$ cat config.mk
export PLATFORM = sky130hd
export DESIGN_NAME = debug_packet_deframer
export DESIGN_NICKNAME = d
export VERILOG_FILES = /design/src/rtl/dpd_pkg.sv /design/src/rtl/dpd_parser.sv /design/src/rtl/dpd_out_queue.sv /design/src/rtl/debug_packet_deframer.sv
export VERILOG_INCLUDE_DIRS = /design/src /design/src/rtl
export SDC_FILE = /design/constraint.sdc
export NUM_CORES = 1
export LEC_CHECK = 0
export ABC_AREA = 0
export BUFFER_PORTS_ARGS = -buffer_cell sky130_fd_sc_hd__buf_4
export CAP_MARGIN = 40
export CORE_UTILIZATION = 40
export DETAILED_ROUTE_END_ITERATION = 8
export GPL_TIMING_DRIVEN = 0
export PLACE_DENSITY_LB_ADDON = 0.05
export SYNTH_ARGS = -nofsm -noshare
export SYNTH_HDL_FRONTEND = slang
export SYNTH_SLANG_ARGS = --single-unit
$ cat constraint.sdc
create_clock -name clk_i -period 6.5 [get_ports clk_i]
set_input_delay 0.325 -clock clk_i [delete_from_list [all_inputs] [get_ports clk_i]]
set_output_delay 0.325 -clock clk_i [all_outputs]
set_load 0.01 [all_outputs]
$ cat src/rtl/assert_macros.svh
// Assertion macros for the RTL files.
// Included by files that check their own logic; no other dependencies.
`ifndef ASSERT_MACROS_SVH
`define ASSERT_MACROS_SVH
`ifndef SYNTHESIS
`define DPD_ASSERT_NEVER(label, clk, rst_n, cond) \
  label: assert property (@(posedge clk) disable iff (!rst_n) !(cond)) \
    else $error("%m: condition must never hold");
`define DPD_ASSERT_IMPLIES(label, clk, rst_n, ante, cons) \
  label: assert property (@(posedge clk) disable iff (!rst_n) (ante) |-> (cons)) \
    else $error("%m: implication failed");
`else
`define DPD_ASSERT_NEVER(label, clk, rst_n, cond)
`define DPD_ASSERT_IMPLIES(label, clk, rst_n, ante, cons)
`endif
`endif

$ cat src/rtl/dpd_pkg.sv
// Shared types, character codes and helpers for the debug packet deframer.
// No dependencies.
package dpd_pkg;

  localparam logic [1:0] KIND_PAYLOAD = 2'd0;
  localparam logic [1:0] KIND_TX      = 2'd1;
  localparam logic [1:0] KIND_STATUS  = 2'd2;

  localparam logic [7:0] CH_START = 8'h24;
  localparam logic [7:0] CH_HASH  = 8'h23;
  localparam logic [7:0] CH_ACK   = 8'h2B;
  localparam logic [7:0] CH_NAK   = 8'h2D;
  localparam logic [7:0] CH_COLON = 8'h3A;

  // Record queue depth; a power of two, at least 2.
  localparam int unsigned QUEUE_DEPTH = 4;

  // One queued record: a payload word, or the end of a frame.
  typedef struct packed {
    logic       is_end;
    logic [7:0] data;
    logic       good;
    logic       seq;
    logic [7:0] fc0;
    logic [7:0] fc1;
  } rec_t;

  // {bad, value}
  function automatic logic [4:0] hex_decode(input logic [7:0] c);
    logic [7:0] d;
    logic [4:0] r;
    d = 8'h00;
    r = {1'b1, 4'h0};
    if (c >= 8'h30 && c <= 8'h39) begin
      d = c - 8'h30;
      r = {1'b0, d[3:0]};
    end else if (c >= 8'h61 && c <= 8'h66) begin
      d = c - 8'h57;
      r = {1'b0, d[3:0]};
    end else if (c >= 8'h41 && c <= 8'h46) begin
      d = c - 8'h37;
      r = {1'b0, d[3:0]};
    end
    return r;
  endfunction

endpackage

$ cat src/rtl/dpd_parser.sv
// Frame parser: input register, frame state and record generation.
// Depends on dpd_pkg.
module dpd_parser import dpd_pkg::*; (
  input  logic       clk_i,
  input  logic       rst_ni,
  input  logic       in_take_i,
  input  logic [7:0] rx_byte_i,
  output logic       busy_o,
  output logic       rec_valid_o,
  output rec_t       rec_o
);

  localparam logic [1:0] PH_IDLE = 2'd0;
  localparam logic [1:0] PH_BODY = 2'd1;
  localparam logic [1:0] PH_HI   = 2'd2;
  localparam logic [1:0] PH_LO   = 2'd3;

  logic       in_valid_q;
  logic [7:0] byte_q;

  logic [1:0] phase_q, phase_d;
  logic [7:0] sum_q, sum_d;
  logic [3:0] hi_q, hi_d;
  logic       bad_q, bad_d;
  logic [1:0] pos_q, pos_d;
  logic [7:0] fc0_q, fc0_d, fc1_q, fc1_d;
  logic       colon_q, colon_d;

  logic [4:0] hex;
  logic       good;

  always_ff @(posedge clk_i or negedge rst_ni) begin
    if (!rst_ni) begin
      in_valid_q <= 1'b0;
    end else begin
      in_valid_q <= in_take_i;
    end
  end

  always_ff @(posedge clk_i) begin
    if (in_take_i) begin
      byte_q <= rx_byte_i;
    end
  end

  assign hex  = hex_decode(byte_q);
  assign good = !bad_q && !hex[4] && ({hi_q, hex[3:0]} == sum_q);

  always_comb begin
    phase_d     = phase_q;
    sum_d       = sum_q;
    hi_d        = hi_q;
    bad_d       = bad_q;
    pos_d       = pos_q;
    fc0_d       = fc0_q;
    fc1_d       = fc1_q;
    colon_d     = colon_q;
    rec_valid_o = 1'b0;
    rec_o       = '0;
    if (in_valid_q) begin
      case (phase_q)
        PH_IDLE: begin
          if (byte_q == CH_START) begin
            phase_d = PH_BODY;
            sum_d   = 8'h00;
            hi_d    = 4'h0;
            bad_d   = 1'b0;
            pos_d   = 2'd0;
            colon_d = 1'b0;
          end
        end
        PH_BODY: begin
          if (byte_q == CH_HASH) begin
            phase_d = PH_HI;
          end else begin
            sum_d = sum_q + byte_q;
            if (pos_q == 2'd0) begin
              fc0_d = byte_q;
            end else if (pos_q == 2'd1) begin
              fc1_d = byte_q;
            end else if (pos_q == 2'd2 && byte_q == CH_COLON) begin
              colon_d = 1'b1;
            end
            if (pos_q != 2'd3) begin
              pos_d = pos_q + 2'd1;
            end
            rec_valid_o = 1'b1;
            rec_o.data  = byte_q;
          end
        end
        PH_HI: begin
          if (hex[4]) begin
            bad_d = 1'b1;
            hi_d  = 4'h0;
          end else begin
            hi_d = hex[3:0];
          end
          phase_d = PH_LO;
        end
        PH_LO: begin
          rec_valid_o  = 1'b1;
          rec_o.is_end = 1'b1;
          rec_o.good   = good;
          rec_o.seq    = colon_q;
          rec_o.fc0    = fc0_q;
          rec_o.fc1    = fc1_q;
          bad_d        = bad_q | hex[4];
          phase_d      = PH_IDLE;
        end
        default: begin
          phase_d = PH_IDLE;
        end
      endcase
    end
  end

  always_ff @(posedge clk_i or negedge rst_ni) begin
    if (!rst_ni) begin
      phase_q <= PH_IDLE;
      sum_q   <= 8'h00;
      hi_q    <= 4'h0;
      bad_q   <= 1'b0;
      pos_q   <= 2'd0;
      fc0_q   <= 8'h00;
      fc1_q   <= 8'h00;
      colon_q <= 1'b0;
    end else begin
      phase_q <= phase_d;
      sum_q   <= sum_d;
      hi_q    <= hi_d;
      bad_q   <= bad_d;
      pos_q   <= pos_d;
      fc0_q   <= fc0_d;
      fc1_q   <= fc1_d;
      colon_q <= colon_d;
    end
  end

  assign busy_o = in_valid_q;

endmodule

$ cat src/rtl/dpd_out_queue.sv
// Record queue and result expander with the output register.
// A frame-end record expands into 2 or 4 result words. Depends on dpd_pkg.
module dpd_out_queue import dpd_pkg::*; (
  input  logic                         clk_i,
  input  logic                         rst_ni,
  input  logic                         push_i,
  input  rec_t                         rec_i,
  output logic [$clog2(QUEUE_DEPTH):0] level_o,
  output logic                         out_valid_o,
  input  logic                         out_stall_i,
  output logic [1:0]                   out_kind_o,
  output logic [7:0]                   out_byte_o,
  output logic                         frame_good_o,
  output logic                         has_sequence_o,
  output logic                         last_o
);

  localparam int unsigned Depth = QUEUE_DEPTH;
  localparam int unsigned PtrW  = $clog2(Depth);
  localparam int unsigned LvlW  = PtrW + 1;

  rec_t            mem_q [Depth];
  logic [PtrW-1:0] wr_q, rd_q;
  logic [LvlW-1:0] level_q, level_d;
  logic [1:0]      sub_q;

  rec_t       head;
  logic       load;
  logic       pop;
  logic [1:0] n_last;
  logic [1:0] kind;
  logic [7:0] data;
  logic       good;
  logic       seq;
  logic       is_last;

  logic       out_valid_q;
  logic [1:0] kind_q;
  logic [7:0] data_q;
  logic       good_q, seq_q, last_q;

  assign head = mem_q[rd_q];
  assign load = (level_q != '0) && (!out_valid_q || !out_stall_i);

  always_comb begin
    kind = KIND_PAYLOAD;
    data = head.data;
    good = 1'b0;
    seq  = 1'b0;
    if (!head.is_end) begin
      n_last = 2'd0;
    end else begin
      n_last = (head.good && head.seq) ? 2'd3 : 2'd1;
      if (sub_q == n_last) begin
        kind = KIND_STATUS;
        data = 8'h00;
        good = head.good;
        seq  = head.seq;
      end else if (sub_q == 2'd0) begin
        kind = KIND_TX;
        data = head.good ? CH_ACK : CH_NAK;
      end else if (sub_q == 2'd1) begin
        kind = KIND_TX;
        data = head.fc0;
      end else begin
        kind = KIND_TX;
        data = head.fc1;
      end
    end
    is_last = (sub_q == n_last);
  end

  assign pop = load && is_last;

  always_ff @(posedge clk_i) begin
    if (push_i) begin
      mem_q[wr_q] <= rec_i;
    end
    if (load) begin
      kind_q <= kind;
      data_q <= data;
      good_q <= good;
      seq_q  <= seq;
      last_q <= is_last;
    end
  end

  always_comb begin
    level_d = level_q;
    if (push_i && !pop) begin
      level_d = level_q + 1'b1;
    end else if (!push_i && pop) begin
      level_d = level_q - 1'b1;
    end
  end

  always_ff @(posedge clk_i or negedge rst_ni) begin
    if (!rst_ni) begin
      wr_q        <= '0;
      rd_q        <= '0;
      level_q     <= '0;
      sub_q       <= 2'd0;
      out_valid_q <= 1'b0;
    end else begin
      level_q <= level_d;
      if (push_i) begin
        wr_q <= wr_q + 1'b1;
      end
      if (pop) begin
        rd_q  <= rd_q + 1'b1;
        sub_q <= 2'd0;
      end else if (load) begin
        sub_q <= sub_q + 2'd1;
      end
      if (load) begin
        out_valid_q <= 1'b1;
      end else if (!out_stall_i) begin
        out_valid_q <= 1'b0;
      end
    end
  end

  assign level_o        = level_q;
  assign out_valid_o    = out_valid_q;
  assign out_kind_o     = kind_q;
  assign out_byte_o     = data_q;
  assign frame_good_o   = good_q;
  assign has_sequence_o = seq_q;
  assign last_o         = last_q;

endmodule

$ cat src/rtl/debug_packet_deframer.sv
// Debug packet deframer top level: '$' body '#' hh framing with checksum check.
// Depends on dpd_pkg, dpd_parser, dpd_out_queue and assert_macros.svh.
//
// Input channel: in_valid_i / in_stall_o carry one received word (rx_byte_i).
// Output channel: out_valid_o / out_stall_i carry one result word: out_kind_o
// (payload, transmit or status), out_byte_o, frame_good_o, has_sequence_o and
// last_o, which marks the final result caused by one input word.
// A word is registered on acceptance and parsed in the next cycle; its record
// enters a QUEUE_DEPTH-entry queue and moves on to the output register once
// that register is empty or not stalled. Input throughput is one word per
// cycle while in_stall_o is low. The output register emits one result per
// cycle while out_stall_i is low; a frame end expands into 2 or 4 results
// ('+'/'-', the echoed sequence id, status), and the queue absorbs that
// burst. in_stall_o rises when queued records plus the word under parse fill
// the queue. A stalled output holds its word and the queue fills behind it.
// Reset empties the queue, clears the output valid flag and returns the parser
// to idle, where everything before '$' is dropped.
`include "assert_macros.svh"
module debug_packet_deframer import dpd_pkg::*; (
  input  logic       clk_i,
  input  logic       rst_ni,
  input  logic       in_valid_i,
  output logic       in_stall_o,
  input  logic [7:0] rx_byte_i,
  output logic       out_valid_o,
  input  logic       out_stall_i,
  output logic [1:0] out_kind_o,
  output logic [7:0] out_byte_o,
  output logic       frame_good_o,
  output logic       has_sequence_o,
  output logic       last_o
);

  localparam int unsigned LvlW = $clog2(QUEUE_DEPTH) + 1;

  logic            busy;
  logic            rec_valid;
  rec_t            rec;
  logic [LvlW-1:0] level;
  logic [LvlW:0]   pending;
  logic            in_take;

  assign pending    = {1'b0, level} + {{LvlW{1'b0}}, busy};
  assign in_stall_o = (pending >= (LvlW+1)'(QUEUE_DEPTH));
  assign in_take    = in_valid_i && !in_stall_o;

  dpd_parser u_parser (
    .clk_i       (clk_i),
    .rst_ni      (rst_ni),
    .in_take_i   (in_take),
    .rx_byte_i   (rx_byte_i),
    .busy_o      (busy),
    .rec_valid_o (rec_valid),
    .rec_o       (rec)
  );

  dpd_out_queue u_out_queue (
    .clk_i          (clk_i),
    .rst_ni         (rst_ni),
    .push_i         (rec_valid),
    .rec_i          (rec),
    .level_o        (level),
    .out_valid_o    (out_valid_o),
    .out_stall_i    (out_stall_i),
    .out_kind_o     (out_kind_o),
    .out_byte_o     (out_byte_o),
    .frame_good_o   (frame_good_o),
    .has_sequence_o (has_sequence_o),
    .last_o         (last_o)
  );

  `DPD_ASSERT_NEVER(a_no_overflow, clk_i, rst_ni, rec_valid && (level == (LvlW)'(QUEUE_DEPTH)))
  `DPD_ASSERT_IMPLIES(a_payload_last, clk_i, rst_ni, out_valid_o && (out_kind_o == KIND_PAYLOAD), last_o && !frame_good_o && !has_sequence_o)
  `DPD_ASSERT_IMPLIES(a_status_form, clk_i, rst_ni, out_valid_o && (out_kind_o == KIND_STATUS), last_o && (out_byte_o == 8'h00))
  `DPD_ASSERT_IMPLIES(a_tx_not_last, clk_i, rst_ni, out_valid_o && (out_kind_o == KIND_TX), !last_o)

endmodule
==> reports/metrics.cfg, run 1 <==
[sta]
final_min_period_over_clock_period = 0.4960
final_setup_violation_count = 0
slew_headroom = 0.5338
clock_skew_ns = 0.01539
timing_hold_violations_final = 0
timing.final.max_slew_violations = 0
worst_slew_pin_slew_ns = 0.6980
finalWorstPathRequiredPeriod_ns = 3.224
finalSetupTns_ns = 0
rsz0062_at_grt = false
fmax_ghz = 0.3102

[grt]
grt_pass1_vias = 4536
grt_overflow_total = 0
antenna_found_initial = 0
grt.total_usage = 0.1802
pin_count_of_the_biggest_net_entering_global_routing = 46
grt_pass1_wl_um = 26250

[final_layout]
n_fill_cell = 1728
n_antenna_cell = 0
net_count_of_the_finished_layout = 600
flow.area_growth_from_synthesis_pct = 15.45
layout_commonest_cell = sky130_fd_sc_hd__edfxtp_1
postLayoutCellArea_um2 = 9114
multiInputGateArea_um2 = 2694
final-instance-count-excl-fill = 838
regArea_um2 = 5000
final_core_utilization = 0.4698
final_layout_size_suffix_gt1_frac = 0.2443
mostFrequentLayoutCells = 129 x sky130_fd_sc_hd__edfxtp_1, 45 x sky130_fd_sc_hd__dfrtp_1, 29 x sky130_fd_sc_hd__nand2_1, 27 x sky130_fd_sc_hd__mux4_2, 27 x sky130_fd_sc_hd__buf_4

[flow_run]
maxcap_viol_count = 0

[clock_network]
cts.repair_timing.setup_buffer_count = 0
numCtsBuffers = 17
clkLatencyLatePin_ns = 0.43
clock-root-buffer = sky130_fd_sc_hd__clkbuf_16
ctsResizeCount = 0
cts.sink_count = 174
cts_tree = built
postCtsHoldBufs = 1
ctsLongestPathBuffers = 2
cts.reportedPaths.clkPinSlew_ns = 0.07
h-tree-depth = 4

[synth]
synthXorXnorAreaFrac = 0.01886
synthMuxAreaShare = 0.1157
postSynth.asyncResetShare = 0.2586
synth.lib_cells_used.distinct = 67
yosysWarnings = 0
synth-main-ff-cell = sky130_fd_sc_hd__edfxtp_1
synth-seq-area-share = 0.6334
ys_ff_latch = 174
synthAdderAreaFrac = 0.04628
dominant_combinational_cell_family_by_area_after_synthesis = multiplexers
syn_area_um2 = 7894
post_synth_and_or_nand_nor_area_fraction = 0.08686
synth-edff-count = 129
syn-num-nets = 549
synthesis.area_per_instance_um2 = 15.51
syn-instance-count = 509
synth-compound-area-share = 0.06974

[setup_path]
cp_arrival_ns = 3.54
timing.critical_path.from = u_parser.byte_q[7]
cp_slowest_cell = sky130_fd_sc_hd__edfxtp_1
cp-end-kind = register
worstRegToRegCells = 10
required_ns = 6.82
critical_path.reg2reg.endpoint = u_out_queue.level_o[1]
critical-path-max-stage-delay_ns = 0.59
worst_r2r_startpoint = u_parser.byte_q[7]
reg2reg_setup_slack_ns = 3.28
worstPathMaxFanout = 9
worstPathCellList = nor4b_1, and3_1, buf_4, nor2_1, nor2_2, inv_1, ha_1, inv_1, fa_1, mux2_2
crit_path_start_kind = register
cp_common_cell = sky130_fd_sc_hd__inv_1
timing.critical_path.to = u_out_queue.level_o[1]
timing_worst_setup_path_type = register to register

[drt]
drc_errors = 0
drt-initial-drc-count = 206
postRouteWirelength_um = 16830
drtPass1Iterations = 4
avgRoutedWirePerCell_um = 20.09
vias = 4348
drtAntennaViolNets = 0
routed_via_density = 5.189

[floorplan]
number_of_top_level_design_ports = 27
die_w_um = 142.5
coreArea_um2 = 19400
die_height_um = 142.5
fp.dieArea_um2 = 20300
floorplan.initialDensity = 0.4069
rows = 51

[outcome]
outcome = complete, no violations

[power_and_ir_drop]
cellPowerDensity_nw_per_um2 = 451.2
p_leak_nw = 3.474
vdd.ir_drop.worst_mv = 0.1785

[min_path]
worst_hold_path_type = input port to register

[placement]
dpl.hpwl_um = 11970
dp_cells = 805
place.port_buffers = 26
globalplace.congestion = 0.8276
instance_area_at_placement_um2 = 8557

==> per-stage QoR <==
stage               power (W)  hold slack, ns  setup slack, ns
floorplan            0.002714         0.02941            3.488
global placement     0.003155          0.3927            2.003
detailed placement   0.003224          0.4017            3.223
global route         0.004370         0.04902            3.068
CTS                  0.004175         0.05384            3.216
finish               0.004112         0.06689            3.276
==> how the worst min path moves through the flow <==
stage | slack [ns] | end | depth (start not counted) | start
after floorplan | 0.03 | u_out_queue.level_o[0] | 0 | rst_ni
after global placement | 0.39 | u_out_queue.rd_q[1] | 1 | rst_ni
after detailed placement | 0.40 | u_out_queue.sub_q[1] | 1 | rst_ni
after CTS | 0.05 | u_parser.byte_q[5] | 1 | rx_byte_i[5]
after global routing | 0.05 | u_parser.byte_q[2] | 1 | rx_byte_i[2]
final | 0.07 | u_parser.byte_q[5] | 1 | rx_byte_i[5]
==> state kept, by name, summed over array words and instances, names as in the netlist, 2 cells and up <==
name                    flops
u_parser.pos_q              2
u_parser.phase_q            2
u_parser.sum_q              8
u_parser.byte_q             8
u_out_queue.out_byte_o      8
u_out_queue.out_kind_o      2
u_out_queue.sub_q           2
u_out_queue.wr_q            2
u_parser.hi_q               4
u_parser.fc1_q              8
u_out_queue.level_o         3
u_out_queue.mem_q         108
u_parser.fc0_q              8
u_out_queue.rd_q            2
==> layer usage <==
metal,up-vias,track usage,part of all wire
met3,18,0.03533,0.025
met4,0,0.06282,0.012
met1,2212,0.2187,0.43
li1,2053,-,-
met5,-,0,0
met2,65,0.3189,0.53
==> kinds of logic after synthesis <==
family	after synthesis
flip-flops	174
multiplexers	55
AO/OA/AOI/OAI	71
XOR/XNOR	17
AND/OR/NAND/NOR	123
adder cells (fa/ha/maj)	28
buffers and inverters	41
==> synth_stat cells (2+ instances only) <==
library cell               count  area (um2)
sky130_fd_sc_hd__and3_1       24       150.1
sky130_fd_sc_hd__fa_1          2       40.04
sky130_fd_sc_hd__a211oi_1      4       30.03
sky130_fd_sc_hd__nand2_1      29       108.9
sky130_fd_sc_hd__mux2i_1       8       80.08
sky130_fd_sc_hd__ha_1         26       325.3
sky130_fd_sc_hd__a22o_1        6       52.55
sky130_fd_sc_hd__buf_2         5       25.02
sky130_fd_sc_hd__dfrtp_1      45        1126
sky130_fd_sc_hd__o21ai_0      12       60.06
sky130_fd_sc_hd__nor3b_1       3       22.52
sky130_fd_sc_hd__mux4_2       27       608.1
sky130_fd_sc_hd__mux2_2       20       225.2
sky130_fd_sc_hd__a211o_1       2       17.52
sky130_fd_sc_hd__inv_1        22       82.58
sky130_fd_sc_hd__xor2_1        5       43.79
sky130_fd_sc_hd__nand3_1       8       40.04
sky130_fd_sc_hd__a21oi_1      11       55.05
sky130_fd_sc_hd__a21o_1        6       45.04
sky130_fd_sc_hd__edfxtp_1    129        3874
sky130_fd_sc_hd__xnor2_1      12       105.1
sky130_fd_sc_hd__clkbuf_8      2       27.53
sky130_fd_sc_hd__o31ai_1      10       75.07
sky130_fd_sc_hd__nor2_1       16       60.06
sky130_fd_sc_hd__o21bai_1      2       15.01
sky130_fd_sc_hd__nor2b_1       9       56.30
sky130_fd_sc_hd__clkbuf_1      5       18.77
sky130_fd_sc_hd__and2_1        3       18.77
sky130_fd_sc_hd__nor3_1       13       65.06
sky130_fd_sc_hd__nand2_2       2       12.51
sky130_fd_sc_hd__buf_6         5       56.30
==> worst max-delay path: cells and delay by family, from the launching register on <==
family                   cells  cell delay (ns)
multiplexers                 1             0.27
AND/OR/NAND/NOR              4             1.23
flip-flops                   1             0.59
adder cells (fa/ha/maj)      2             0.66
buffers and inverters        3             0.35
==> power by group <==
part	total, W	internal (W)	switching (W)	leakage (nW)
Combinational	0.00152	0.000698	0.000817	1.44
Sequential	0.00165	0.00150	0.000151	1.77
Clock	0.000949	0.000527	0.000423	0.265
Total	0.00411	0.00272	0.00139	3.47
==> layout make-up <==
class                      count  share of cell area
sequential                   174              0.5486
inverter                      22            0.009061
clock inverter                14             0.01291
clock buffer                  18             0.04709
multi-input combinational    294              0.2956
buffer                        19             0.01620
timing repair buffer          32             0.03418
tap                          265             0.03638
Note: power is estimated with default switching activity, not from simulation.
==> run 2, diff against run 1 <==
--- a/config.mk
+++ b/config.mk
@@ -6,7 +6,7 @@
 export SDC_FILE = /design/constraint.sdc
 export NUM_CORES = 1
 export LEC_CHECK = 0
-export ABC_AREA = 0
+export ABC_AREA = 1
 export BUFFER_PORTS_ARGS = -buffer_cell sky130_fd_sc_hd__buf_4
 export CAP_MARGIN = 40
 export CORE_UTILIZATION = 40
==> constraint.sdc (replaced) <==
create_clock -name clk_i -period 3.2 [get_ports clk_i]
set_input_delay 0.16 -clock clk_i [delete_from_list [all_inputs] [get_ports clk_i]]
set_output_delay 0.16 -clock clk_i [all_outputs]
set_load 0.01 [all_outputs]
==> run 2 against run 1 <==
Critical endpoint is now u_out_queue.level_o[2]. Cell count increased by 28%. Sequential share of layout area is 1.6 points lower. Power up 100%. Synthesized area increased by 0.90%. Critical path type unchanged.
==> reports/metrics.cfg, run 2 <==
[outcome]
outcome = complete, no violations

[grt]
antenna_found_initial = 0  ; unchanged
grt.total_usage = 0.1977  ; +0.01746
grt_pass1_wl_um = 29530  ; +12%
grt_overflow_total = 0  ; unchanged
pin_count_of_the_biggest_net_entering_global_routing = 46  ; unchanged
grt_pass1_vias = 5257  ; +16%

[floorplan]
floorplan.initialDensity = 0.4093  ; +0.002330
die_w_um = 143.1  ; +0.44%
number_of_top_level_design_ports = 27  ; unchanged
die_height_um = 143.1  ; +0.44%
rows = 51  ; unchanged
coreArea_um2 = 19460  ; +0.33%
fp.dieArea_um2 = 20480  ; +0.89%

[final_layout]
postLayoutCellArea_um2 = 9383  ; +3.0%
net_count_of_the_finished_layout = 837  ; +40%
largest_reg_flops = 108  ; unchanged
n_antenna_cell = 0  ; unchanged
flow.area_growth_from_synthesis_pct = 17.80
registers.top_by_ff_count = u_out_queue.mem_q
layout_commonest_cell = sky130_fd_sc_hd__nand2_1
mostFrequentLayoutCells = 136 x sky130_fd_sc_hd__nand2_1, 129 x sky130_fd_sc_hd__edfxtp_1, 76 x sky130_fd_sc_hd__nor2_1, 67 x sky130_fd_sc_hd__inv_1, 50 x sky130_fd_sc_hd__o21ai_0
final_layout_size_suffix_gt1_frac = 0.1556  ; -0.08877

[placement]
globalplace.congestion = 0.8387  ; +1.3%
instance_area_at_placement_um2 = 8617  ; +0.70%
dpl.hpwl_um = 13160  ; +9.9%
place.port_buffers = 26  ; unchanged

[synth]
syn-num-nets = 775  ; +41%
postSynth.asyncResetShare = 0.2586  ; unchanged
synth_top_cell_area_share = 0.4863  ; -0.004394
top_cell_types_by_occurrence_after_synthesis = 136 x sky130_fd_sc_hd__nand2_1, 129 x sky130_fd_sc_hd__edfxtp_1, 80 x sky130_fd_sc_hd__nor2_1
synth.lib_cells_used.distinct = 45  ; -33%
ys_ff_latch = 174  ; unchanged
synthesis.area_per_instance_um2 = 10.84  ; -30%
yosysWarnings = 0  ; unchanged
netlist_top_cells_area = sky130_fd_sc_hd__edfxtp_1 49%, sky130_fd_sc_hd__dfrtp_1 14%, sky130_fd_sc_hd__nand2_1 6.4%
syn_area_um2 = 7965  ; +0.90%
syn-instance-count = 735  ; +44%
yosys.cell_count.top_type = sky130_fd_sc_hd__nand2_1
synth-edff-count = 129  ; unchanged
synth-main-ff-cell = sky130_fd_sc_hd__edfxtp_1
synth-seq-area-share = 0.6277  ; -0.005671
synth_area_leader_cell = sky130_fd_sc_hd__edfxtp_1

[drt]
vias = 5387  ; +24%
drt-initial-drc-count = 382  ; +85%
postRouteWirelength_um = 19030  ; +13%
drtPass1Iterations = 4  ; unchanged
avgRoutedWirePerCell_um = 17.71  ; -12%
routed_via_density = 5.011  ; -3.4%
drc_errors = 0  ; unchanged
drtAntennaViolNets = 0  ; unchanged

[clock_network]
ctsLongestPathBuffers = 2  ; unchanged
numCtsBuffers = 17  ; unchanged
cts.sink_count = 174  ; unchanged
h-tree-depth = 4  ; unchanged
clkLatencyLatePin_ns = 0.42  ; about the same
clock-root-buffer = sky130_fd_sc_hd__clkbuf_16
cts.reportedPaths.clkPinSlew_ns = 0.06  ; about the same
cts.repair_timing.setup_buffer_count = 0  ; unchanged
cts_tree = built

[setup_path]
required_ns = 3.49  ; -3.33 ns
cp-end-kind = register
worst_r2r_startpoint = u_parser.phase_q[1]
crit_path_start_kind = register
cp_arrival_ns = 3.09  ; -0.45 ns
timing.critical_path.from = u_parser.phase_q[1]
timing_worst_setup_path_type = register to register
worstPathMaxFanout = 6  ; -3

[sta]
rsz0062_at_grt = false
timing.final.max_slew_violations = 0  ; unchanged
slew_headroom = 0.5499  ; +0.01611
clock_skew_ns = 0.009472  ; -0.005915 ns
final_setup_violation_count = 0  ; unchanged
timing_hold_violations_final = 0  ; unchanged
worst_slew_pin_slew_ns = 0.6751  ; -0.02282 ns
finalWorstPathRequiredPeriod_ns = 2.800  ; -0.4242 ns
final_min_period_over_clock_period = 0.8749  ; +0.3789
fmax_ghz = 0.3572  ; +15%

[power_and_ir_drop]
p_leak_nw = 3.691  ; +6.3%
cellPowerDensity_nw_per_um2 = 891.0  ; +97%
total_power_w = 0.008360  ; +100%
vdd.ir_drop.worst_mv = 0.3687  ; +110%

[flow_run]
maxcap_viol_count = 0  ; unchanged

[min_path]
worst_hold_path_type = input port to async pin

-- run 2: worst max-delay path, stage by stage (launching register included) --
cell                      delay (ns)
sky130_fd_sc_hd__dfrtp_1        0.40
sky130_fd_sc_hd__inv_1          0.11
sky130_fd_sc_hd__ha_1           0.36
sky130_fd_sc_hd__inv_1          0.25
sky130_fd_sc_hd__nor2_4         0.21
sky130_fd_sc_hd__nand2_4        0.10
sky130_fd_sc_hd__nand2_1        0.19
sky130_fd_sc_hd__ha_1           0.18
sky130_fd_sc_hd__inv_1          0.07
sky130_fd_sc_hd__fa_1           0.38
sky130_fd_sc_hd__a21oi_1        0.15
sky130_fd_sc_hd__o21ai_0        0.12
sky130_fd_sc_hd__xor2_1         0.15
-- run 2: layer usage --
layer  vias to the layer above  routed length, um  share of wire  global-route usage
met3                        12                621          0.033             0.03823
li1                       2652                  -              -                   -
met1                      2615               8732           0.46              0.2568
met4                         0                187         0.0098             0.05490
met2                       108               9493           0.50              0.3356
met5                         -                  0              0                   0
-- run 2: per-stage QoR --
stage          hold slack (ns)  cells    util  setup TNS, ns  setup slack (ns)
6_report                0.2861   1075  0.4821              0            0.4003
5_1_grt                 0.3317   1075  0.4821              0            0.1340
4_1_cts                 0.3201   1074  0.4815              0            0.3696
3_5_place_dp            0.2171   1031  0.4428              0            0.3898
3_3_place_gp            0.2058   1026  0.4363        -133.46            -1.290
2_1_floorplan          -0.1356    735       -              0            0.3256
-- run 2: cells by family (layout without fill, tap and decap cells) --
group                      Yosys count  count (layout)  synth area share
xor gates and xnor gates             9               9           0.01084
buffers and inverters               98             173           0.05200
and+or+nand+nor                    294             294            0.1631
adders and majority gates           28              28           0.04587
DFF                                174             174            0.6277
AOI/OAI and AO/OA                  132             132            0.1005
-- run 2: final timing paths --
check                      cells after the start  slack (ns)                endpoint
max                                           12        0.40  u_out_queue.level_o[2]
min                                            2        0.29    u_out_queue.sub_q[1]
max reg2reg                                   12        0.40  u_out_queue.level_o[2]
min in group clk_i                             2        0.46      u_parser.byte_q[2]
max in group asynchronous                      2        2.46       u_parser.fc1_q[7]
min reg2reg                                    2        0.49       u_parser.fc1_q[3]
-- run 2: cell type report --
type,count,area [um2]
inverters,75,284.0
multi-input cells,463,2581
repair buffers,43,411.6
flip-flops and latches,174,5000
fillers,1795,10080
clock buffers,23,488.0
clock inverters,9,156.4
well taps,265,331.6
plain buffers,23,130.1
-- run 2: repair_timing --
item / in CTS / in global routing
resized for setup: 0 / 0
hold endpoints to repair: 55 / 0
hold buffers: 11 / 0
-- run 2: where the power goes --
group          switching, W  internal [W]  total, W  leakage, nW
logic               0.00201       0.00100   0.00301         1.59
registers          0.000241       0.00288   0.00312         1.80
clock network      0.000837       0.00139   0.00223        0.307
total               0.00308       0.00528   0.00836         3.69
